### src/rtl/msd_pkg.sv
// ----------------------------------------------------------------------------
// Mean and standard deviation package
// Shared constants, derived widths and request and result payload types for
// the mean and population standard deviation core.
// ----------------------------------------------------------------------------
package msd_pkg;

    localparam int LANES       = 4;
    localparam int SAMPLE_BITS = 20;
    localparam int MAX_SAMPLES = 1048576;
    localparam int FRAC_BITS   = 8;

    localparam int VALID_W    = 3;
    localparam int FIXED_W    = 28;
    localparam int CNT_W      = $clog2(MAX_SAMPLES + 1);
    localparam int SUM_W      = SAMPLE_BITS + $clog2(MAX_SAMPLES);
    localparam int SQR_W      = 2 * SAMPLE_BITS;
    localparam int SQ_W       = SQR_W + $clog2(MAX_SAMPLES);
    localparam int PROD_W     = CNT_W + SQ_W;
    localparam int SSQ_W      = 2 * SUM_W;
    localparam int DIV_W      = PROD_W + 2 * FRAC_BITS;
    localparam int ROOT_W     = FIXED_W;
    localparam int LANE_IDX_W = (LANES > 1) ? $clog2(LANES) : 1;

    typedef struct packed {
        logic [SAMPLE_BITS-1:0] sample_lane0;
        logic [SAMPLE_BITS-1:0] sample_lane1;
        logic [SAMPLE_BITS-1:0] sample_lane2;
        logic [SAMPLE_BITS-1:0] sample_lane3;
        logic [VALID_W-1:0]     lanes_valid;
        logic                   last_group;
    } msd_in_t;

    typedef struct packed {
        logic [FIXED_W-1:0] mean_fixed;
        logic [FIXED_W-1:0] std_dev_fixed;
        logic [CNT_W-1:0]   sample_count;
        logic               count_overflow;
    } msd_out_t;

endpackage

### src/rtl/msd_lane.sv
// ----------------------------------------------------------------------------
// Accumulation lane
// Squares one sample per cycle and keeps the exact running sum and sum of
// squares of the samples that arrive in this lane.
// ----------------------------------------------------------------------------
module msd_lane
    import msd_pkg::*;
(
    input  logic                   clk,
    input  logic                   rst_n,
    input  logic                   add_en,
    input  logic                   clear,
    input  logic [SAMPLE_BITS-1:0] sample,
    output logic [SUM_W-1:0]       sum,
    output logic [SQ_W-1:0]        square_sum
);

    logic                   add_reg;
    logic [SAMPLE_BITS-1:0] sample_reg;
    logic [SQR_W-1:0]       square_reg;
    logic [SUM_W-1:0]       sum_reg;
    logic [SQ_W-1:0]        square_sum_reg;

    // The square is registered before it reaches the accumulator.
    always_ff @(posedge clk)
    begin
        sample_reg <= sample;
        square_reg <= SQR_W'(sample) * SQR_W'(sample);
    end

    always_ff @(posedge clk or negedge rst_n)
    begin
        if (!rst_n)
        begin
            add_reg        <= 1'b0;
            sum_reg        <= '0;
            square_sum_reg <= '0;
        end
        else
        begin
            add_reg <= add_en & ~clear;
            if (clear)
            begin
                sum_reg        <= '0;
                square_sum_reg <= '0;
            end
            else if (add_reg)
            begin
                sum_reg        <= sum_reg + SUM_W'(sample_reg);
                square_sum_reg <= square_sum_reg + SQ_W'(square_reg);
            end
        end
    end

    assign sum        = sum_reg;
    assign square_sum = square_sum_reg;

endmodule

### config.mk
export PLATFORM = sky130hd
export DESIGN_NAME = msd_lane
export DESIGN_NICKNAME = d
export VERILOG_FILES = /design/src/rtl/msd_pkg.sv /design/src/rtl/msd_lane.sv
export SDC_FILE = /design/constraint.sdc
export NUM_CORES = 1
export LEC_CHECK = 0
export BUFFER_PORTS_ARGS = -buffer_cell sky130_fd_sc_hd__clkbuf_2
export CAP_MARGIN = 20
export CORE_UTILIZATION = 50
export DETAILED_ROUTE_END_ITERATION = 12
export PLACE_DENSITY = 0.68
export SETUP_SLACK_MARGIN = 0.1
export SYNTH_ARGS = -nofsm -noshare
export SYNTH_HDL_FRONTEND = slang
export SYNTH_SLANG_ARGS = --single-unit
### constraint.sdc
create_clock -name clk -period 3.64 [get_ports clk]
set_clock_uncertainty 0.05 [all_clocks]
set_input_delay 0.728 -clock clk [delete_from_list [all_inputs] [get_ports clk]]
set_output_delay 0.728 -clock clk [all_outputs]
set_load 0.1 [all_outputs]
Word-level counts from Yosys, hierarchy flattened
Index checks and enable logic that the tools add are counted.
Widths: inputs -> output; s select.
Storage, ports and cells
  input port bits: 24
  output and inout bits: 100
  logic and storage cells: 15
  flip-flop bits (word level): 161
Cells by class
  $mul: 1
  mux-type cells: 4
  bitwise gates (word level): 2
  reductions and logical operators: 1
  $add $sub $neg: 2
Operator list (count)
  $mux 60: 2
  $mux 40: 2
  $add 60x40->60: 1
  $add 40x20->40: 1
  $mul 20x20->40: 1
  $reduce_bool 2->1: 1
  $and 1x1->1: 1
  $not 1->1: 1

Logic depth before layout (Yosys ltp)
  word-level depth: 3
  mapped depth: 27
  mapped depth without buffers: 24

Worst setup path before layout
OpenSTA, ideal clock, no wires.
  path kind: in2reg
  from: in sample[16]
  to: reg square_reg[38]
  required time: 3518 ps
  stages on the path: 25
  arrival time: 7190 ps
  setup slack: -3672 ps
  path buffers: 3
  library setup time: 72 ps
  cells stage by stage: clkbuf_1 clkbuf_1 nand2_1 fa_1 inv_1 fa_1 inv_1 fa_1 inv_1 fa_1 fa_1 fa_1 inv_1 fa_1 inv_1 ha_1 clkbuf_1 and3_1 nor2b_1 nand2_1 o311ai_1 o221ai_1 o31a_1 o21ai_0 xor2_1
Between the ends
  cells in the longest elaborated chain, start to end: 1
Ends and longest elaborated chain
  start: declaration: line msd_lane.sv:13  | input logic [SAMPLE_BITS-1:0] sample,
  $mul 20x20->40: line msd_lane.sv:28  | square_reg <= SQR_W'(sample) * SQR_W'(sample);
  end signal: assignment: line msd_lane.sv:28
  end: declaration: line msd_lane.sv:20  | logic [SQR_W-1:0] square_reg;
Every way passes these cells.
A chain may end at the register's enable or synchronous reset.

Final worst setup path
  from: in sample[2]
  to: reg square_reg[37]
Same word-level chain as after synthesis.

==> results.json <==
{
  "start_util_pct": 50.84,
  "synthDistinctLibCells": 77,
  "hold_viol": 0,
  "die-width_um": 203.5,
  "maxSlewViolCount": 0,
  "via_per_inst": 5.381,
  "synth_edf_count": 0,
  "ys_top_cells_by_count": "inv_1, fa_1, ha_1, nand2_1, a21oi_1",
  "hp-class": "primary input to asynchronous set/reset pin",
  "ioPinCount": 124,
  "crit_fanout": 6,
  "antenna_found_initial": 0,
  "tritoncts": "yes",
  "drtIter0Drc": 947,
  "post-route-period-util_pct": 174.7,
  "syn-cell-area_um2": 20290,
  "grt_max_degree": 56,
  "largest_register_ffs": 60,
  "clkLatencyLatePin_ps": 440,
  "yosysTopAreaCell": "fa_1",
  "slew_headroom_pct": 50.04,
  "outcome": "complete, but fails checks",
  "reg2reg_from": "sum[0]",
  "yosysSeqAreaShare_pct": 18.18,
  "portBuffers": 123,
  "core_um2": 39910,
  "cts_made_buffers": 17,
  "required_ps": 3920,
  "overflow": 0,
  "end_kind": "register",
  "setup_slack_ps": -2718,
  "synth_cells": 2221,
  "ys_seq_elements": 159,
  "synth-main-ff-cell": "dfrtp_1",
  "place_congestion": 0.9354,
  "violations": "setup timing",
  "postRouteWirelength_um": 54900,
  "worst_pin_slew_ps": 743.1,
  "dp.final_hpwl_um": 44340,
  "htreeDepth": 4,
  "yosys-top-cells-area": "fa_1, ha_1, dfrtp_1",
  "crit_type": "primary input to register",
  "grt_pass1_vias": 17540,
  "grt_pass1_wl_um": 89090,
  "cts_max_path_buffers": 2,
  "period_minus_slack_ps": 6358,
  "async_flop_share_pct": 63.52,
  "synthMostInstantiatedCell": "inv_1",
  "die_y_um": 203.5,
  "clock_sinks": 159,
  "synth_nets": 2735,
  "reg2reg_depth": 11,
  "cts_hold_buf": 0,
  "yosysTopAreaCellShare_pct": 27.52,
  "vias": 16870,
  "dieArea_um2": 41400,
  "syn2layout_area_growth_pct": 28.22,
  "r2r_end": "sum[38]",
  "crit_arrival_ps": 6630,
  "post-place-ws_ps": -3407,
  "maxCapViolCount": 0,
  "setup_viol": 35,
  "drtPass1Iterations": 5,
  "drive_gt1_share_pct": 27.82,
  "drc": 0,
  "layout.nets": 3111,
  "rsz0062_at_grt": "true",
  "max_freq_ghz": 0.1573,
  "antenna_cells": 0,
  "yosys_warnings": 0,
  "clk_pin_slew_ps": 70,
  "reg2reg_slack_ps": 380,
  "root_buffer": "clkbuf_16",
  "postRouteAntennaNets": 0,
  "syn_avg_cell_area_um2": 9.137,
  "startpoint_type": "primary input",
  "rows": 73,
  "wl_per_cell_um": 17.51,
  "track_usage_pct": 27.10
}
==> routing by layer <==
| layer | track usage, % | routed length [um] | part of all wire, % |
|---|---|---|---|
| met4 | 8.459 | 1388 | 2.5 |
| met2 | 45.38 | 26780 | 49 |
| met1 | 36.57 | 24300 | 44 |
| met3 | 3.388 | 2429 | 4.4 |
| met5 | 0 | 0 | 0 |
==> critical path, cell delays in order <==
cell and delay (ps):
clkbuf_16 140, buf_8 130, nand2_4 50, fa_1 530, inv_1 70, fa_1 540
fa_1 450, fa_1 510, inv_2 40, fa_1 460, inv_1 50, fa_2 540
fa_1 450, ha_4 260, a21oi_2 150, o21ai_2 100, a221oi_4 320, o41ai_4 120
buf_4 170, a31oi_4 250, o21ai_2 100, a2111o_1 380, o311ai_1 80
==> final cells by class <==
type | count | area [um2]
Sequential cell | 159 | 3690
Timing Repair Buffer | 454 | 3598
Fill cell | 3147 | 13890
Clock inverter | 15 | 217.7
Multi-Input combinational cell | 1606 | 16080
Tap cell | 525 | 656.9
Inverter | 359 | 1348
Clock buffer | 17 | 425.4
==> how the worst max path moves through the flow <==
stage / slack [ps] / endpoint / start / cells after the start
CTS: -2680 / square_reg[38] / sample[2] / 26
global placement: -3320 / square_reg[38] / sample[3] / 25
global route: -2880 / square_reg[39] / sample[11] / 26
detailed placement: -3410 / square_reg[38] / sample[3] / 25
floorplan: -2860 / square_reg[38] / sample[16] / 25
finish: -2720 / square_reg[37] / sample[2] / 23
==> kinds of logic (layout without fill, tap and decap cells) <==
logic type,Yosys count,count (layout),share of synthesized area (%)
multiplexers,28,28,1.424
flip-flops,159,159,18.18
AND/OR/NAND/NOR,585,585,14.07
XOR/XNOR,117,117,5.050
adder cells (fa/ha/maj),490,490,40.53
buffers and inverters,456,845,8.521
AO/OA/AOI/OAI,386,386,12.23
==> through the flow <==
stage          setup TNS (ps)  hold WS, ps  utilization (%)  cell area (um2)  std cells
2_1_floorplan          -77100        382.4                -            21170       2221
3_3_place_gp           -96130        447.9            60.15            24010       3066
3_5_place_dp           -99160        460.4            60.15            24010       3066
4_1_cts                -74180        270.2            64.35            25680       3126
5_1_grt                -81530        293.0            65.19            26020       3135
6_report               -76230        241.2            65.19            26020       3135
==> layout by cell type (no fill, tap or decap), drive strengths merged, types with 23 or more instances in the layout <==
cell / n
inv: 367
and2: 74
and3: 25
a21o: 61
nor2b: 23
clkbuf: 134
dfrtp: 101
a21oi: 121
nand4: 31
ha: 211
o21ai: 79
fa: 279
xnor2: 74
buf: 337
nand3: 39
xor2: 43
nor2: 114
nand2: 210
dfxtp: 58
==> repair_timing <==
item | 4_1_cts | 5_1_grt
endpoints found under the setup margin | 36 | 35
setup buffers | 28 | 12
resized for setup | 178 | 63
pin swaps | 97 | 55
cloned | 1 | 0
Power is not shown: default switching activity piles up to over one toggle a cycle in this logic, so the estimate is an artifact.
