[src/rtl/msd_pkg.sv]
// ----------------------------------------------------------------------------
// Mean and standard deviation package
// Shared constants, derived widths and request and result payload types for
// the mean and population standard deviation core.
// ----------------------------------------------------------------------------
package msd_pkg;

    localparam int LANES       = 4;
    localparam int SAMPLE_BITS = 20;
    localparam int MAX_SAMPLES = 1048576;
    localparam int FRAC_BITS   = 8;

    localparam int VALID_W    = 3;
    localparam int FIXED_W    = 28;
    localparam int CNT_W      = $clog2(MAX_SAMPLES + 1);
    localparam int SUM_W      = SAMPLE_BITS + $clog2(MAX_SAMPLES);
    localparam int SQR_W      = 2 * SAMPLE_BITS;
    localparam int SQ_W       = SQR_W + $clog2(MAX_SAMPLES);
    localparam int PROD_W     = CNT_W + SQ_W;
    localparam int SSQ_W      = 2 * SUM_W;
    localparam int DIV_W      = PROD_W + 2 * FRAC_BITS;
    localparam int ROOT_W     = FIXED_W;
    localparam int LANE_IDX_W = (LANES > 1) ? $clog2(LANES) : 1;

    typedef struct packed {
        logic [SAMPLE_BITS-1:0] sample_lane0;
        logic [SAMPLE_BITS-1:0] sample_lane1;
        logic [SAMPLE_BITS-1:0] sample_lane2;
        logic [SAMPLE_BITS-1:0] sample_lane3;
        logic [VALID_W-1:0]     lanes_valid;
        logic                   last_group;
    } msd_in_t;

    typedef struct packed {
        logic [FIXED_W-1:0] mean_fixed;
        logic [FIXED_W-1:0] std_dev_fixed;
        logic [CNT_W-1:0]   sample_count;
        logic               count_overflow;
    } msd_out_t;

endpackage

[src/rtl/msd_sqrt.sv]
// ----------------------------------------------------------------------------
// Serial integer square root
// Digit-by-digit square root that produces one root bit per cycle.
// ----------------------------------------------------------------------------
module msd_sqrt
    import msd_pkg::*;
#(
    parameter int R_W = 8
)
(
    input  logic             clk,
    input  logic             rst_n,
    input  logic             start,
    input  logic [2*R_W-1:0] radicand,
    output logic             busy,
    output logic [R_W-1:0]   root
);

    localparam int CNT_B = $clog2(R_W + 1);

    logic             busy_reg;
    logic [CNT_B-1:0] count_reg;
    logic [2*R_W-1:0] rad_reg;
    logic [R_W:0]     rem_reg;
    logic [R_W-1:0]   root_reg;
    logic [R_W+1:0]   rem_shift;
    logic [R_W+1:0]   trial;
    logic [R_W+1:0]   diff;
    logic             fits;

    assign rem_shift = {rem_reg[R_W-1:0], rad_reg[2*R_W-1 -: 2]};
    assign trial     = {root_reg, 2'b01};
    assign diff      = rem_shift - trial;
    assign fits      = (rem_shift >= trial);

    always_ff @(posedge clk or negedge rst_n)
    begin
        if (!rst_n)
        begin
            busy_reg  <= 1'b0;
            count_reg <= '0;
        end
        else if (start)
        begin
            busy_reg  <= 1'b1;
            count_reg <= CNT_B'(R_W);
        end
        else if (busy_reg)
        begin
            count_reg <= count_reg - 1'b1;
            if (count_reg == CNT_B'(1))
            begin
                busy_reg <= 1'b0;
            end
        end
    end

    always_ff @(posedge clk)
    begin
        if (start)
        begin
            rad_reg  <= radicand;
            rem_reg  <= '0;
            root_reg <= '0;
        end
        else if (busy_reg)
        begin
            rad_reg  <= rad_reg << 2;
            rem_reg  <= fits ? diff[R_W:0] : rem_shift[R_W:0];
            root_reg <= {root_reg[R_W-2:0], fits};
        end
    end

    assign busy = busy_reg;
    assign root = root_reg;

endmodule

[config.mk]
export PLATFORM = sky130hd
export DESIGN_NAME = msd_sqrt
export DESIGN_NICKNAME = d
export VERILOG_FILES = /design/src/rtl/msd_pkg.sv /design/src/rtl/msd_sqrt.sv
export SDC_FILE = /design/constraint.sdc
export NUM_CORES = 1
export LEC_CHECK = 0
export ABC_AREA = 1
export BUFFER_PORTS_ARGS = -buffer_cell sky130_fd_sc_hd__buf_4
export CAP_MARGIN = 20
export CORE_MARGIN = 4
export CORE_UTILIZATION = 60
export CTS_BUF_LIST = sky130_fd_sc_hd__clkbuf_2 sky130_fd_sc_hd__clkbuf_4 sky130_fd_sc_hd__clkbuf_8
export DETAILED_ROUTE_END_ITERATION = 10
export GPL_TIMING_DRIVEN = 1
export PLACE_DENSITY = 0.83
export RECOVER_POWER = 100
export SLEW_MARGIN = 20
export SYNTH_ARGS = -nofsm -noshare
export SYNTH_HDL_FRONTEND = slang
export SYNTH_SLANG_ARGS = --single-unit
export TNS_END_PERCENT = 1
[constraint.sdc]
create_clock -name clk -period 2.3 [get_ports clk]
set_clock_uncertainty 0.1 [all_clocks]
set_input_delay 0.23 -clock clk [delete_from_list [all_inputs] [get_ports clk]]
set_output_delay 0.23 -clock clk [all_outputs]
set_load 0.005 [all_outputs]
### Word-level counts from Yosys, hierarchy flattened

Index checks and enable logic that the tools add are counted.

| storage, ports and cells | value |
|---|---|
| flip-flop bits (word level) | 37 |
| output and inout port bits | 9 |
| logic and storage cells | 18 |

| cells by class | value |
|---|---|
| $add $sub $neg | 2 |
| magnitude comparators | 1 |
| equal/unequal tests | 1 |
| mux-type cells | 8 |
| reductions and logical operators | 1 |

Operator list:

| cell | count |
|---|---|
| $mux 16 | 2 |
| $ge 10x10->1 | 1 |
| $mux 4 | 2 |
| $mux 8 | 1 |
| $sub 8x8->8 | 1 |
| $eq 4x1->1 const B | 1 |
| $sub 4x1->4 const B | 1 |
| $mux 1 | 3 |
| $reduce_bool 2->1 | 1 |

### Logic depth before layout (Yosys ltp)

| logic depth | value |
|---|---|
| depth after elaboration | 4 |
| depth in mapped cells | 12 |

### Worst setup path before layout

Ideal clock, no wire load.

| path | value |
|---|---|
| path type | flip-flop to flip-flop |
| start point | register root_reg[3], in the netlist root[3] |
| end point | register rem_reg[7] |
| arrival time | 1418 ps |
| path slack | 670 ps |
| cell stages (with the launch flop) | 11 |
| path buffers | 0 |
| cells stage by stage | dfxtp_1 inv_1 ha_1 a21oi_1 nand3_2 nand2_4 nand2_8 nand2_4 nand2_1 nand2_1 nand2_1 |

| between the ends | value |
|---|---|
| cells in the longest elaborated chain, start to end | 2 |
| elaborated cells between the ends (all ways) | 3 |

Ends and longest elaborated chain:

| item | RTL line | source |
|---|---|---|
| start: declaration | msd_sqrt.sv:25 | `logic [R_W-1:0] root_reg;` |
| start signal: assignment | msd_sqrt.sv:70 | `root_reg <= {root_reg[R_W-2:0], fits};` |
| $sub 8x8->8 / $ge 10x10->1 (equally long branches) | msd_sqrt.sv:33, msd_sqrt.sv:34 |  |
| $mux 8 * | msd_sqrt.sv:69 | `rem_reg <= fits ? diff[R_W:0] : rem_shift[R_W:0];` |
| end signal: assignment | msd_sqrt.sv:69 |  |
| end: declaration | msd_sqrt.sv:24 | `logic [R_W:0] rem_reg;` |

Every way passes the cells marked *; elsewhere a longest branch is shown, timed or not.
A chain may end at the register's enable or synchronous reset.

### Worst setup path after layout

| path | value |
|---|---|
| start point | register root_reg[0], in the netlist root[0] |
| end point | register rem_reg[7] |

The elaborated chain is that of the path after synthesis.

==> results.md <==
* Status: completed
* Leak pwr at 1.14 nW
* Top-Level Pins at 28
* CTS resizes at 0
* GRT overflow at 0
* Slew HR at 41.7%
* Nets@finish at 311
* Starting density of the core at 64.0%
* TritonCTS clock tree: done
* Slew Viols, Final at 0
* Vias per inst at 5.07
* First-pass GRT wire length at 7.05 mm
* Clock H-tree levels at 2
* Gate Count Post-Synth at 246
* Placeable Area at 0.00310 mm²
* Max reg flops at 16
* Global Route Usage Sum at 21.6%
* RSZ-0062 raised after global routing: false
* Final Hold Vio Count at 0
* Drt first pass iters at 4
* Most common cell in the netlist: nand2_1
* Register area share after synthesis at 46.6%
* Max VDD drop at 0.663 mV
* Cell count along the critical path at 11
* Die area at 0.00430 mm²
* Worst min path class: in -> reg
* Fill cell count at 286
* Tmin final at 1.94 ns
* Synth top area share at 24.2%
* CP max-delay cell: ha_1
* RePlAce Congestion at 0.844
* Largest family of logic cells by synthesized area: simple AND/OR/NAND/NOR gates
* Slowest stage delay, CP at 0.38 ns
* Crit-path max FO at 9
* Clock buffer depth at 2
* Remaining DRCs at 0
* Post-Synth XOR/XNOR Area at 0.882%
* Area leader, netlist: edfxtp_1
* Die H at 65.5 µm
* Post-synth top cells: 92 x nand2_1, 35 x inv_1, 17 x nand3_1
* Number of global-route vias before repair at 1608
* FP Rows at 20
* Post-Syn Area at 0.00199 mm²
* Max-cap violations at 0
* Clock slew at reported path FFs at 0.11 ns
* Unique masters post-synth at 25
* Remaining antenna violation count at 0
* Critical Path AT at 2.09 ns
* Family with the most delay on the worst path: simple AND/OR/NAND/NOR gates
* DP Wirelength at 3.08 mm
* DR iter-0 viols at 72
* Most used DFF post-synth: edfxtp_1
* Yosys warnings at 0
* Simple-gate portion of the synthesized area at 30.6%
* Critical Path, Cell by Cell: inv_1, ha_1, nand2_2, nor2_2, nand2_1, nand3_1, nand2_1, nand2_8, nand3_1, nand2_1, nand2_1
* Share of layout cells above drive strength 1 at 13.5%
* CP Capture Type: register
* Worst Hold Depth at 3
* Async S/R FF share, synth at 13.5%
* Wire per inst at 12.4 µm
* Worst R2R Path Depth at 11
* Setup TNS at 0 ns
* Antenna cell count at 0
* Synthesized Nets at 277
* Clock Latency Late Sink at 0.35 ns
* Synthesized area per cell at 8.08 µm²
* Sink Count at 37
* Startpoint types: register
* CP most frequent cell: nand2_1
* EDFF count, synth at 16
* DP Worst Slack at 0.501 ns
* I/O Buffers at 27
* Worst Path Required at 2.46 ns
* Synth Register Bits at 37
* Post-synthesis mux area share at 0%
* Cells taking the most area after synthesis: edfxtp_1 24%, nand2_1 17%, dfxtp_1 16%, ha_1 7.6%, inv_1 6.6%
* Die X at 65.5 µm
* Final setup violation count at 0
* Vias at 1647
* Initial antenna violation count at 0
* Compound-Gate Fraction of Synth Area at 5.86%
* CP Class: reg -> reg
* Cts bufs inserted at 5
* Period utilization at 84.3%
* Adder-Cell Fraction of Synth Area at 7.56%
* Area Growth Syn to Fin at 14.9%
* PwrDens at 1090 mW/mm²
* Least-Margin Pin Slew at 0.875 ns
* CTS root buffer: clkbuf_4
* Setup WS post-layout at 0.362 ns
* Final wirelength at 4.03 mm
* Fmax at 0.516 GHz
* Largest net degree at the start of global routing at 22
* Worst path buffer plus inverter count at 1
-- metal layers --
metal	global-route usage, %	up-vias	routed length [µm]
li1	-	864	-
met3	5.30	8	222
met4	9.33	0	66
met2	33.5	33	1840
met1	28.8	742	1910
met5	0	-	0
-- cell type report --
cell class	instances	area, µm²	area share [%]
clock inverter	3	41.3	1.81
clock buffer	5	37.5	1.64
multi-input combinational	168	880	38.5
inverter	36	135	5.92
timing repair buffer	32	209	9.15
sequential	37	926	40.5
tap	44	55.1	2.41
-- final timing paths --
path	startpoint	endpoint	slack [ns]
worst max-delay path	root[0]	rem_reg[7]	0.36
worst min-delay path	radicand[1]	rad_reg[1]	0.03
worst max register to register	root[0]	rem_reg[7]	0.36
worst min register to register	rem_reg[7]	rem_reg[7]	0.39
max in group asynchronous	rst_n	count_reg[3]	1.74
min in group asynchronous	rst_n	count_reg[0]	0.15
-- cell usage in the layout (no fill, tap or decap), types with 2 or more instances in the layout --
cell	Yosys	layout
o21ai_0	6	6
nand3_1	17	18
ha_1	12	12
buf_4	0	17
a21oi_1	6	6
dfxtp_1	16	16
nor2_2	4	4
nand3b_1	2	2
edfxtp_1	16	16
inv_1	35	36
nor2_1	5	5
clkbuf_4	0	10
dfrtp_1	5	5
o22ai_1	8	8
clkbuf_1	0	9
nor2_4	2	2
nand4_1	6	6
nand2_1	92	93
-- cells by family after synthesis --
family	count (synthesis)
buf+inv	41
simple gates	133
fa+ha+maj	12
xor+xnor	2
compound gates	21
flops	37
-- tightest hold or removal path: stages --
cell	delay, ns
buf_4	0.08
nand2_1	0.04
inv_1	0.04
-- power breakdown --
| part | switching [mW] | internal [mW] | leakage [nW] |
|---|---|---|---|
| registers | 0.0760 | 0.816 | 0.366 |
| clock network | 0.228 | 0.225 | 0.0389 |
| logic | 0.710 | 0.430 | 0.733 |
-- stage by stage --
stage | util, % | cells | cell area (µm²) | power, mW | hold slack (ns)
4_1_cts | 75.1 | 325 | 2330 | 2.53 | 0.0209
5_1_grt | 73.6 | 325 | 2280 | 2.71 | 0.0331
2_1_floorplan | - | 246 | 1990 | 1.81 | -0.166
3_3_place_gp | 72.2 | 316 | 2240 | 2.05 | -0.0643
6_report | 73.6 | 325 | 2280 | 2.49 | 0.0282
3_5_place_dp | 72.2 | 316 | 2240 | 2.08 | -0.0666
-- timing repair --
action,4_1_cts,5_1_grt
setup buffers,0,0
hold buffers,1,0
endpoints found under the hold margin,5,0
Power figures use the tool's default switching activity.
