<file path="config.mk">
export PLATFORM = sky130hd
export DESIGN_NAME = msd_mul
export DESIGN_NICKNAME = d
export VERILOG_FILES = /design/src/rtl/msd_pkg.sv /design/src/rtl/msd_mul.sv
export SDC_FILE = /design/constraint.sdc
export NUM_CORES = 1
export LEC_CHECK = 0
export BUFFER_PORTS_ARGS = -buffer_cell sky130_fd_sc_hd__buf_2
export CORE_UTILIZATION = 30
export DETAILED_ROUTE_END_ITERATION = 16
export HOLD_SLACK_MARGIN = 0.1
export SETUP_SLACK_MARGIN = 0.02
export SYNTH_ARGS = -nofsm -noshare
export SYNTH_HDL_FRONTEND = slang
export SYNTH_SLANG_ARGS = --single-unit
</file>
<file path="constraint.sdc">
create_clock -name clk -period 5.4 [get_ports clk]
set_input_delay 1.08 -clock clk [delete_from_list [all_inputs] [get_ports clk]]
set_output_delay 1.08 -clock clk [all_outputs]
set_load 0.02 [all_outputs]
</file>
<file path="src/rtl/msd_pkg.sv">
// ----------------------------------------------------------------------------
// Mean and standard deviation package
// Shared constants, derived widths and request and result payload types for
// the mean and population standard deviation core.
// ----------------------------------------------------------------------------
package msd_pkg;

    localparam int LANES       = 4;
    localparam int SAMPLE_BITS = 20;
    localparam int MAX_SAMPLES = 1048576;
    localparam int FRAC_BITS   = 8;

    localparam int VALID_W    = 3;
    localparam int FIXED_W    = 28;
    localparam int CNT_W      = $clog2(MAX_SAMPLES + 1);
    localparam int SUM_W      = SAMPLE_BITS + $clog2(MAX_SAMPLES);
    localparam int SQR_W      = 2 * SAMPLE_BITS;
    localparam int SQ_W       = SQR_W + $clog2(MAX_SAMPLES);
    localparam int PROD_W     = CNT_W + SQ_W;
    localparam int SSQ_W      = 2 * SUM_W;
    localparam int DIV_W      = PROD_W + 2 * FRAC_BITS;
    localparam int ROOT_W     = FIXED_W;
    localparam int LANE_IDX_W = (LANES > 1) ? $clog2(LANES) : 1;

    typedef struct packed {
        logic [SAMPLE_BITS-1:0] sample_lane0;
        logic [SAMPLE_BITS-1:0] sample_lane1;
        logic [SAMPLE_BITS-1:0] sample_lane2;
        logic [SAMPLE_BITS-1:0] sample_lane3;
        logic [VALID_W-1:0]     lanes_valid;
        logic                   last_group;
    } msd_in_t;

    typedef struct packed {
        logic [FIXED_W-1:0] mean_fixed;
        logic [FIXED_W-1:0] std_dev_fixed;
        logic [CNT_W-1:0]   sample_count;
        logic               count_overflow;
    } msd_out_t;

endpackage

</file>
<file path="src/rtl/msd_mul.sv">
// ----------------------------------------------------------------------------
// Serial multiplier
// Shift-and-add multiplier that retires one multiplier bit per cycle.
// ----------------------------------------------------------------------------
module msd_mul
    import msd_pkg::*;
#(
    parameter int A_W = 8,
    parameter int B_W = 8
)
(
    input  logic             clk,
    input  logic             rst_n,
    input  logic             start,
    input  logic [A_W-1:0]   a,
    input  logic [B_W-1:0]   b,
    output logic             busy,
    output logic [A_W+B_W-1:0] product
);

    localparam int P_W   = A_W + B_W;
    localparam int CNT_B = $clog2(B_W + 1);

    logic             busy_reg;
    logic [CNT_B-1:0] count_reg;
    logic [P_W-1:0]   acc_reg;
    logic [P_W-1:0]   mcand_reg;
    logic [B_W-1:0]   mplier_reg;

    always_ff @(posedge clk or negedge rst_n)
    begin
        if (!rst_n)
        begin
            busy_reg  <= 1'b0;
            count_reg <= '0;
        end
        else if (start)
        begin
            busy_reg  <= 1'b1;
            count_reg <= CNT_B'(B_W);
        end
        else if (busy_reg)
        begin
            count_reg <= count_reg - 1'b1;
            if (count_reg == CNT_B'(1))
            begin
                busy_reg <= 1'b0;
            end
        end
    end

    always_ff @(posedge clk)
    begin
        if (start)
        begin
            acc_reg    <= '0;
            mcand_reg  <= P_W'(a);
            mplier_reg <= b;
        end
        else if (busy_reg)
        begin
            if (mplier_reg[0])
            begin
                acc_reg <= acc_reg + mcand_reg;
            end
            mcand_reg  <= mcand_reg << 1;
            mplier_reg <= mplier_reg >> 1;
        end
    end

    assign busy    = busy_reg;
    assign product = acc_reg;

endmodule

</file>
== Word-level counts from Yosys, hierarchy flattened ==
Cells that the tools add are included.
Word-level totals
  register bits after elaboration: 45
  input port bits: 19
  output and inout port bits: 17
  word-level logic and storage cells: 20
Cells by class
  $add $sub $neg: 2
  equal/unequal tests: 1
  multiplexer cells: 9
  reductions and logical operators: 2
Operators by type and width (count)
  $mux W8: 4
  $add A16 B16 Y16: 1
  $mux W4: 2
  $eq A4 B1 Y1 const B: 1
  $sub A4 B1 Y4 const B: 1
  $mux W1: 3
  $reduce_and A2 Y1: 1
  $reduce_bool A2 Y1: 1

== Logic depth before layout (Yosys ltp) ==
  word-level depth: 4
  gate-level depth with buffers: 7
  mapped depth without buffers: 7

== Worst setup path before layout ==
OpenSTA, ideal clock, no wires.
  path type: input port to flip-flop
  from: in start
  to: reg mcand_reg[0], enable pin
  library setup time: 0.334 ns
  data arrival time: 1.973 ns
  required time: 5.066 ns
  path slack: 3.094 ns
  cell stages on the path: 3
  buffers on the path: 2
  cell sequence: clkbuf_1 -> clkbuf_1 -> or2_2
Between the ends
  word-level cells in the longest chain between the ends: 1
Ends and longest elaborated chain
  start, declared: RTL line msd_mul.sv:14  | input logic start,
  $reduce_bool A2 Y1 (no source line)
  end signal, assigned: RTL line msd_mul.sv:57  | mcand_reg <= P_W'(a);
  end signal, assigned: RTL line msd_mul.sv:66  | mcand_reg <= mcand_reg << 1;
  end, declared: RTL line msd_mul.sv:27  | logic [P_W-1:0] mcand_reg;
Every way passes these cells.
A chain may end at the register's enable or synchronous reset.

==> results.txt <==
- The run finished with clean final reports.
- Post-Synthesis Mean Instance Area: 9.89 um^2
- The analysis attributes to cell leakage a power of 1.33 nW.
* Tcrit/Tclk final: 52.9%
- Pre-antenna DRT Iters: 5
- Number of I/O port buffers: 35
- Excluding fillers, the count of instances in the completed layout stands at 397.
- For the pin with the worst max-slew slack, the measured transition is 0.829 ns.
- Together, buffers and inverters on the worst path number 2.
- Walking the worst path, the cells encountered are buf_2 > inv_1 > and3_1 > o211ai_1 > o31a_1 > nand3_1.
* Die X: 95.1 um
- At the end of the flow, the number of nets in the layout was 328.
- The number of hold violations in the final report came to 0.
- DRC: 0
* Delay of the slowest cell on the worst path: 0.63 ns
* Detail-routed via count per cell: 5.22
* Placed cells: 389
- Counting every sink on the clock net gives 45.
* Max frequency: 350 MHz
* Number of core rows: 33
- Overflow after GRT: 0
- Starting density of the core: 31.3%
* Count of antenna-violating nets left after detailed routing: 0
* Buffers inserted during post-CTS setup optimization: 0
* Area growth syn-to-layout: 14.1%
- Via count of the first global-routing pass: 2014
* Source-to-sink clock delay at the later pin of the worst-skew pair: 0.30 ns
- The worst-case IR drop observed on VDD is 131 uV.
- The initial antenna violation count was 0.
* Average wire per cell in the routed design: 14.2 um
- CTS tree: yes
- In this run, post-CTS repair resized a total of 0 instances.
- The share of total power dissipated in sequential elements is 41.6%.
- The clock tree synthesis step divided the H-tree into 2 levels.
- Number of distinct standard cells referenced by the synthesized netlist: 52
- Slew headroom: 44.8%
* Setup CP Type: input port to flop
- Type of destination of the critical path: flop
- The final layout contains routed wiring with a total length of 5630 um.
- The clock network burns 23.9% of the power.
- In the final layout, the multi-input gates occupy 0.00144 mm^2.
- Clock root buffer master: clkbuf_8
* IO Pins: 36
* Seq/Total Area, Yosys: 41.8%
- Largest net degree at the start of global routing: 44
* FF+latch count, synth: 45
- The detailed router placed 2073 vias in this run.
- Netlist area before placement: 0.00260 mm^2
- Number of buffers added to fix hold violations after cts: 0
- The HPWL after detailed placement is 3940 um.
- Setup violations remaining at the end of the flow were counted as 0.
- DR iter-0 viols: 73
- Portion of total power attributed to combinational logic: 34.5%
- The tightest min-delay check is of the flop to flop type.
- Number of flops mapped to enable cells by yosys: 16
- Floorplan die height: 95.1 um
- The number of antenna diodes in the final layout is 0.
- In this run the power spent charging and discharging nets is 0.397 mW.
- The die covers 0.00905 mm^2.
* Required time at the worst-slack endpoint: 5.59 ns
- For this run, the number of Yosys warnings is 0.
* Overall global routing resource usage: 13.4%
- Maximum capacitance violations: 0
- For the final database, setup skew stands at 0.00565 ns.
- Unrepaired setup endpoints after global routing: false
- The sequential cells in the finished layout cover a total of 0.00109 mm^2.
- Switching share of power: 35.7%
- After filler insertion, the fill cell instance count of the layout stands at 850.
- Crit-path slowest cell: buf_2
- Gp weighted congestion: 0.797
- Worst-case clock buffer depth: 2
* Internal Pwr Total: 0.715 mW
- Core ar.: 0.00830 mm^2
- Final-layout setup total negative slack: 0 ns
* CP startpoint kind: input port
- Cell type group with the largest total delay on the critical path: buffers and inverters
- Synthesized net count: 300
- In this run the worst path has a maximum fanout of 43.
- Overall power consumption: 1.11 mW
* Post-route minimum period: 2.86 ns
- Fraction of registers with async set/reset: 11.1%
- The post-route netlist has 21.9% of its cells at a drive strength greater than 1.
- In this run the power density over the cells is 374 mW/mm^2.
- The number of clock buffers added by TritonCTS is 5.
- The first global-routing pass estimated 9570 um of wire.
* Top flip-flop cell by instance count after synthesis: dfxtp_1
- The number of slew-limit violations in the final report was 0.
- Synthesis produced a netlist whose cell count is 263.
- Clock slew at reported path FFs: 0.09 ns
* Critical path arrival: 3.04 ns
[power by group through the flow]
stage	registers, mW	clock network (mW)	logic, mW
4_1_cts	0.464	0.277	0.384
2_1_floorplan	0.482	0	0.276
5_1_grt	0.471	0.290	0.429
3_3_place_gp	0.470	0	0.376
3_5_place_dp	0.471	0	0.383
6_report	0.462	0.266	0.383
[cell type report]
class	count	area share, %
repair buffers	35	5.90
well taps	105	4.42
flip-flops and latches	45	36.6
clock buffers	5	2.32
multi-input cells	198	48.4
clock inverters	3	1.60
inverters	6	0.759
[path summary, 6_finish.rpt]
path	slack, ns	startpoint	end	cells past startpoint
max	2.54	start	product[15]	6
min	0.48	product[4]	product[4]	2
max reg2reg	2.87	busy	product[10]	4
min reg2reg	0.48	product[4]	product[4]	2
max in group asynchronous	4.68	rst_n	count_reg[3]	1
min in group asynchronous	0.58	rst_n	count_reg[0]	1
[placed cells by master, fill, tap and decap left out, types with 2 or more instances in the layout]
| master | n |
|---|---|
| a2111o_1 | 2 |
| a211oi_1 | 5 |
| a21o_1 | 7 |
| a21oi_1 | 17 |
| a22oi_1 | 2 |
| a31o_2 | 2 |
| and2_1 | 6 |
| and3_1 | 7 |
| buf_2 | 35 |
| clkbuf_8 | 5 |
| dfrtp_1 | 5 |
| dfxtp_1 | 24 |
| edfxtp_1 | 16 |
| ha_1 | 17 |
| inv_1 | 6 |
| inv_6 | 2 |
| mux2_2 | 14 |
| mux2i_1 | 9 |
| nand2_1 | 20 |
| nand3_1 | 20 |
| nand3b_1 | 2 |
| nor2_1 | 15 |
| nor3_1 | 6 |
| o211ai_1 | 3 |
| o21ai_0 | 8 |
| o311ai_1 | 2 |
| o31ai_1 | 2 |
| or3_1 | 3 |
| xnor2_1 | 4 |
| xor2_1 | 3 |
[Yosys cell counts, types with 3 or more instances]
cell	number	share of area, %
ha_1	17	8.2
a21oi_1	17	3.3
o211ai_1	3	0.87
a211oi_1	5	1.4
nor3_1	6	1.2
nand2_1	20	2.9
mux2i_1	9	3.5
and3_1	7	1.7
o21ai_0	8	1.5
nor2_1	15	2.2
clkbuf_1	9	1.3
nand3_1	20	3.8
or3_1	3	0.72
xor2_1	3	1.0
dfxtp_1	24	18
buf_1	3	0.43
and2_1	6	1.4
a21o_1	7	2.0
dfrtp_1	5	4.8
xnor2_1	4	1.3
mux2_2	14	6.1
edfxtp_1	16	18
inv_1	6	0.87
[worst register-to-register path, stage by stage (launching register included)]
cell     delay, ns
dfrtp_1       0.83
nand2_1       0.68
or3_1         0.51
or4_1         0.40
nand3_1       0.07
[kinds of logic (layout without fill, tap and decap cells)]
family / count (synthesis) / after routing / share of synthesized area (%)
simple gates: 85 / 85 / 16.1
compound gates: 65 / 65 / 18.4
flops: 45 / 45 / 41.8
mux: 23 / 23 / 9.52
buf+inv: 20 / 49 / 2.98
fa+ha+maj: 18 / 18 / 8.95
xor+xnor: 7 / 7 / 2.36
[layer usage]
layer,up-vias,part of all wire [%],track usage (%)
met3,2,3.6,2.79
met4,0,0.57,3.41
met5,-,0,0
li1,1039,-,-
met2,40,48,22.4
met1,992,48,17.5
[metrics by stage]
step                      area [um^2]  utilization [%]  setup slack (ns)  hold slack [ns]
final                            2970             35.8              2.54            0.483
after global routing             2970             35.8              2.32            0.514
after CTS                        2970             35.8              2.53            0.488
after detailed placement         2850             34.4              2.22            0.473
after global placement           2850             34.4              2.28            0.469
after floorplan                  2600                -              3.09            0.487
(Power assumes the default switching activity.)
