$ cat config.mk
export PLATFORM = sky130hd
export DESIGN_NAME = msd_div
export DESIGN_NICKNAME = d
export VERILOG_FILES = /design/src/rtl/msd_pkg.sv /design/src/rtl/msd_div.sv
export SDC_FILE = /design/constraint.sdc
export NUM_CORES = 1
export LEC_CHECK = 0
export ABC_AREA = 1
export BUFFER_PORTS_ARGS = -buffer_cell sky130_fd_sc_hd__buf_2
export CAP_MARGIN = 20
export CELL_PAD_IN_SITES_DETAIL_PLACEMENT = 0
export CELL_PAD_IN_SITES_GLOBAL_PLACEMENT = 1
export CORE_MARGIN = 4
export CORE_UTILIZATION = 36
export DETAILED_ROUTE_END_ITERATION = 8
export PLACE_DENSITY = 0.86
export SLEW_MARGIN = 20
export SYNTH_ARGS = -nofsm -noshare
export SYNTH_HDL_FRONTEND = slang
export SYNTH_SLANG_ARGS = --single-unit
$ cat constraint.sdc
create_clock -name clk -period 1.5 [get_ports clk]
set_input_delay 0.15 -clock clk [delete_from_list [all_inputs] [get_ports clk]]
set_output_delay 0.15 -clock clk [all_outputs]
set_load 0.03 [all_outputs]
$ cat src/rtl/msd_pkg.sv
// ----------------------------------------------------------------------------
// Mean and standard deviation package
// Shared constants, derived widths and request and result payload types for
// the mean and population standard deviation core.
// ----------------------------------------------------------------------------
package msd_pkg;

    localparam int LANES       = 4;
    localparam int SAMPLE_BITS = 20;
    localparam int MAX_SAMPLES = 1048576;
    localparam int FRAC_BITS   = 8;

    localparam int VALID_W    = 3;
    localparam int FIXED_W    = 28;
    localparam int CNT_W      = $clog2(MAX_SAMPLES + 1);
    localparam int SUM_W      = SAMPLE_BITS + $clog2(MAX_SAMPLES);
    localparam int SQR_W      = 2 * SAMPLE_BITS;
    localparam int SQ_W       = SQR_W + $clog2(MAX_SAMPLES);
    localparam int PROD_W     = CNT_W + SQ_W;
    localparam int SSQ_W      = 2 * SUM_W;
    localparam int DIV_W      = PROD_W + 2 * FRAC_BITS;
    localparam int ROOT_W     = FIXED_W;
    localparam int LANE_IDX_W = (LANES > 1) ? $clog2(LANES) : 1;

    typedef struct packed {
        logic [SAMPLE_BITS-1:0] sample_lane0;
        logic [SAMPLE_BITS-1:0] sample_lane1;
        logic [SAMPLE_BITS-1:0] sample_lane2;
        logic [SAMPLE_BITS-1:0] sample_lane3;
        logic [VALID_W-1:0]     lanes_valid;
        logic                   last_group;
    } msd_in_t;

    typedef struct packed {
        logic [FIXED_W-1:0] mean_fixed;
        logic [FIXED_W-1:0] std_dev_fixed;
        logic [CNT_W-1:0]   sample_count;
        logic               count_overflow;
    } msd_out_t;

endpackage

$ cat src/rtl/msd_div.sv
// ----------------------------------------------------------------------------
// Serial divider
// Restoring divider that produces one quotient bit per cycle.
// ----------------------------------------------------------------------------
module msd_div
    import msd_pkg::*;
#(
    parameter int N_W = 16,
    parameter int D_W = 8
)
(
    input  logic           clk,
    input  logic           rst_n,
    input  logic           start,
    input  logic [N_W-1:0] dividend,
    input  logic [D_W-1:0] divisor,
    output logic           busy,
    output logic [N_W-1:0] quotient
);

    localparam int CNT_B = $clog2(N_W + 1);

    logic             busy_reg;
    logic [CNT_B-1:0] count_reg;
    logic [N_W-1:0]   quo_reg;
    logic [D_W-1:0]   rem_reg;
    logic [D_W-1:0]   div_reg;
    logic [D_W:0]     trial;
    logic [D_W:0]     diff;
    logic             fits;

    assign trial = {rem_reg, quo_reg[N_W-1]};
    assign diff  = trial - {1'b0, div_reg};
    assign fits  = (trial >= {1'b0, div_reg});

    always_ff @(posedge clk or negedge rst_n)
    begin
        if (!rst_n)
        begin
            busy_reg  <= 1'b0;
            count_reg <= '0;
        end
        else if (start)
        begin
            busy_reg  <= 1'b1;
            count_reg <= CNT_B'(N_W);
        end
        else if (busy_reg)
        begin
            count_reg <= count_reg - 1'b1;
            if (count_reg == CNT_B'(1))
            begin
                busy_reg <= 1'b0;
            end
        end
    end

    // The dividend shifts out at the top while quotient bits shift in below.
    always_ff @(posedge clk)
    begin
        if (start)
        begin
            quo_reg <= dividend;
            rem_reg <= '0;
            div_reg <= divisor;
        end
        else if (busy_reg)
        begin
            rem_reg <= fits ? diff[D_W-1:0] : trial[D_W-1:0];
            quo_reg <= {quo_reg[N_W-2:0], fits};
        end
    end

    assign busy     = busy_reg;
    assign quotient = quo_reg;

endmodule

# After elaboration in Yosys (flattened, before gate mapping)
# Index checks and enable logic that the tools add are counted.
[word_totals] reg_bits=38 in_bits=27 output_inout_bits=17 wordCells=18
[classes] add_sub_neg=2 magnitude_cmp=1 n_eq_ne=1 muxes=8 n_reduce_logical=1
[op_table] cell="two-way mux 16 bit" n=2
[op_table] cell="two-way mux 5 bit" n=2
[op_table] cell=">= comparator 9 x 8 -> 1 bit" n=1
[op_table] cell="two-way mux 8 bit" n=1
[op_table] cell="subtractor 8 bit" n=1
[op_table] cell="equality test 5 x 1 -> 1 bit (second input constant)" n=1
[op_table] cell="subtractor 5 x 1 -> 5 bit (second input constant)" n=1
[op_table] cell="two-way mux 1 bit" n=3
[op_table] cell="nonzero test 2 bit" n=1

# Longest topological paths before layout
[logic_depth] word_depth=4 ltp_mapped=12 ltp_nobuf=12

# Least setup slack after synthesis
# OpenSTA, ideal clock, no wires.
[synth_path] path_kind="reg-to-reg" from="reg quo_reg[15] (netlist: quotient[15])" to="reg rem_reg[4]" setup_ps=113 t_arrival_ps=1686 t_required_ps=1387 path_slack_ps=-299 path_stages_with_launch=11 n_path_buf=0 synth_period_minus_slack_ps=1799 cell_sequence="edfxtp_1 > inv_1 > ha_1 > fa_1 > inv_1 > nand3_1 > nand3_1 > xnor2_1 > nand2_1 > nand3_1 > nand2_1"
[synth_via] elab_chain_cells=2 elab_cells_between_ends=3 cone_classes="add/sub (1); order compare (1); mux (1)"
[synth_rtl] element="start, declared" line_no="msd_div.sv:25" rtl="logic [N_W-1:0] quo_reg;"
[synth_rtl] element="start signal, assigned" line_no="msd_div.sv:63" rtl="quo_reg <= dividend;"
[synth_rtl] element="start signal, assigned" line_no="msd_div.sv:70" rtl="quo_reg <= {quo_reg[N_W-2:0], fits};"
[synth_rtl] element="subtractor 8 bit / >= comparator 9 x 8 -> 1 bit (equally long branches)" line_no="msd_div.sv:33, msd_div.sv:34"
[synth_rtl] element="two-way mux 8 bit (*)" line_no="msd_div.sv:69" rtl="rem_reg <= fits ? diff[D_W-1:0] : trial[D_W-1:0];"
[synth_rtl] element="end signal, assigned" line_no="msd_div.sv:69"
[synth_rtl] element="end, declared" line_no="msd_div.sv:26" rtl="logic [D_W-1:0] rem_reg;"
# Every way passes the cells marked *; elsewhere a longest branch is shown, timed or not.
# A chain may end at the register's enable or synchronous reset.

# Worst setup path in the final report
[layout_path] from="reg div_reg[2]" to="reg rem_reg[3]"
[layout_via] elab_chain_cells=2 elab_cells_between_ends=3 cone_classes="add/sub (1); order compare (1); mux (1)"
[layout_rtl] element="start, declared" line_no="msd_div.sv:27" rtl="logic [D_W-1:0] div_reg;"
[layout_rtl] element="start signal, assigned" line_no="msd_div.sv:65" rtl="div_reg <= divisor;"
[layout_rtl] element="subtractor 8 bit / >= comparator 9 x 8 -> 1 bit (equally long branches)" line_no="msd_div.sv:33, msd_div.sv:34"
[layout_rtl] element="two-way mux 8 bit (*)" line_no="msd_div.sv:69"
# Marked as above.

==> impl_metrics.ini <==
[routing]
postRouteWirelength_um = 4570
firstDrtPassIters = 6
ant_nets = 0
routedWlPerCell_um = 12.0
drc = 0
drt-initial-drc-count = 121
avgViaCountPerCell = 4.67
vias = 1783

[setup_path]
critPathArrivalTime_ps = 1760
cp.required_ps = 1690
crit_path_cell_trace = inv_2 > ha_4 > nand2_2 > nor2_4 > nand3_1 > nor2b_4 > buf_12 > nand2_8 > nand2_1 > nand3_1 > nand2_1
slowest_delay_ps = 340
path_max_fanout = 10
crit_path_top_delay_cell = edfxtp_1
endpoint_kind = flop
worstSetupStartpointType = flop
r2r_setup_slack_ps = -70
endpoint = rem_reg[3]
r2r_start = div_reg[2]
critPathLaunch = div_reg[2]
r2r_end = rem_reg[3]
path_class = reg2reg
ff2ff_path_depth = 11

[sta]
max_slew.worst_pin.slew_ps = 395
min_period_over_period_pct = 104
finalSetupViolCount = 9
finalHoldViolCount = 0
setup_slack_ps = -66.7
whs_ps = 25.6
slew_headroom_pct = 73.7
finalCriticalPeriod_ps = 1570
fmax_ghz = 0.638
fin_skew_ps = 3.26
grt_setup_unrepaired = yes
timing.final.max_slew_violations = 0

[clock_network]
cts-buffers-inserted = 5
clkLatencyLatePin_ps = 290
cts.sinks = 38
clockBufferDepth = 2
clk_pin_slew_worst_paths_ps = 70
tritoncts = done
clock-root-buffer = clkbuf_8
cts.htree.levels = 2

[finish]
largest_reg_flops = 16
fin_util_pct = 51.3
antenna_cells = 0
drive_above_1_share_pct = 37.7
final_nets = 347
area.growth.synth_to_final_pct = 38.2

[die]
chipHeight_um = 83.4
io_pins = 44
placementRows = 27
start_util_pct = 37.1
fp.dieW_um = 83.4
fp.dieArea_um2 = 6950
coreArea_um2 = 5510

[min_path]
hp-class = in2reg
hold_depth = 1

[power_and_ir_drop]
p_leak_nw = 1.38
vdd_drop_max_mv = 0.816
power_density_nw_per_um2 = 1550

[synth]
postSynthAreaPerCell_um2 = 8.59
synthesis.area_um2 = 2040
synthesis.nets = 276
ys_types = 29
ys_top_cells_by_area = edfxtp_1 (35%), nand2_1 (18%), dfxtp_1 (7.8%), dfrtp_1 (7.3%), ha_1 (6.1%)
seq_area_frac_synth_pct = 50.4
yosysWarnings = 0
netlist_instances = 238
yosys.area.top_type = edfxtp_1
yosys_register_bits = 38
yosysTopAreaCellShare_pct = 35.3

[outcome]
status = finished, violations left
violations = setup timing

[global_route]
grtUsageTotal_pct = 13.8
overflow = 0
grt_max_degree = 19
antenna_found_initial = 0
first_global_vias = 1755
grt_pass1_wl_um = 7770

[placement]
dp_hpwl_um = 3300
gp_congestion = 0.818
port_buffers = 43
post-place-ws_ps = -167

[run]
max_cap_viol_count = 0
layer usage:
metal / part of all wire [%] / wire length (um) / GRT usage (%) / vias to the layer above
met4: 1.7 / 77 / 4.90 / 0
li1: - / - / - / 908
met2: 47 / 2130 / 22.6 / 59
met5: 0 / 0 / 0 / -
met3: 7.3 / 335 / 3.97 / 8
met1: 44 / 2020 / 17.4 / 808
how the worst min path moves through the flow:
stage | from | end | slack, ps
3_5_place_dp | rst_n | count_reg[3] | -20
2_1_floorplan | rst_n | busy | -150
4_1_cts | divisor[1] | div_reg[1] | 20
5_1_grt | divisor[1] | div_reg[1] | 10
3_3_place_gp | rst_n | count_reg[3] | -20
6_report | divisor[1] | div_reg[1] | 30
kinds of logic (layout without fill, tap and decap cells):
logic type	count (synthesis)	after routing	share of synthesized area, %
AO/OA/AOI/OAI	12	12	3.06
AND/OR/NAND/NOR	141	142	31.5
adder cells (fa/ha/maj)	11	11	7.10
flip-flops	38	38	50.4
XOR/XNOR	3	3	1.29
buffers and inverters	33	104	6.67
power by group:
part	internal [mW]	switching [mW]	total (mW)
Sequential	1.32	0.153	1.47
Combinational	0.948	1.11	2.06
Clock	0.489	0.361	0.850
critical path: cells and delay by family, from the launching register on:
family	cells	cell delay (ps)
buf+inv	2	190
flops	1	340
simple gates	8	660
fa+ha+maj	1	280
cell usage in the layout, fill, tap and decap left out, types with 2 or more instances in the layout:
master	count
nor2_1	7
dfxtp_1	8
nand3b_1	7
inv_2	7
nor2_2	3
clkinv_2	2
nand2_2	11
nand2_1	87
buf_2	43
inv_1	21
a21oi_1	6
dfrtp_1	6
clkbuf_8	5
ha_4	8
buf_4	22
nand2_8	2
nand4_1	2
nand3_1	14
o21ai_0	4
edfxtp_1	24
nand3_2	3
ha_1	2
repair_timing:
action | 4_1_cts | 5_1_grt
cloned | 1 | 0
gates resized for setup | 15 | 19
endpoints found under the hold margin | 6 | 0
endpoints found under the setup margin | 9 | 9
buffers inserted | 3 | 2
hold buffers | 1 | 0
pin swaps | 5 | 11
Yosys cell counts:
master,count
a21oi_1,6
a31oi_1,1
buf_2,1
buf_4,1
buf_6,1
clkbuf_1,2
dfrtp_1,6
dfxtp_1,8
edfxtp_1,24
fa_1,1
ha_1,10
inv_1,28
nand2_1,97
nand2_2,1
nand2_4,1
nand2_8,1
nand3_1,17
nand3_2,1
nand3b_1,7
nand4_1,2
nor2_1,8
nor2_2,3
nor2b_4,1
nor3_2,1
o21ai_0,4
o22ai_1,1
or2_4,1
xnor2_1,1
xor2_1,2
per-stage QoR:
stage	std cells	cell area, um2	TNS (ps)	power (mW)
final	382	2830	-444	4.38
after global routing	382	2830	-1230	4.69
after CTS	381	2740	-446	4.21
after detailed placement	368	2480	-1330	3.09
after global placement	368	2480	-1160	3.07
after floorplan	238	2060	-1090	2.59
final cells by class:
type	count	area [um2]
inverters	28	105
multi-input cells	168	1070
flip-flops and latches	38	1030
repair buffers	68	422
fillers	518	2680
clock inverters	3	40.0
clock buffers	5	68.8
well taps	72	90.1
(Power assumes the default switching activity.)
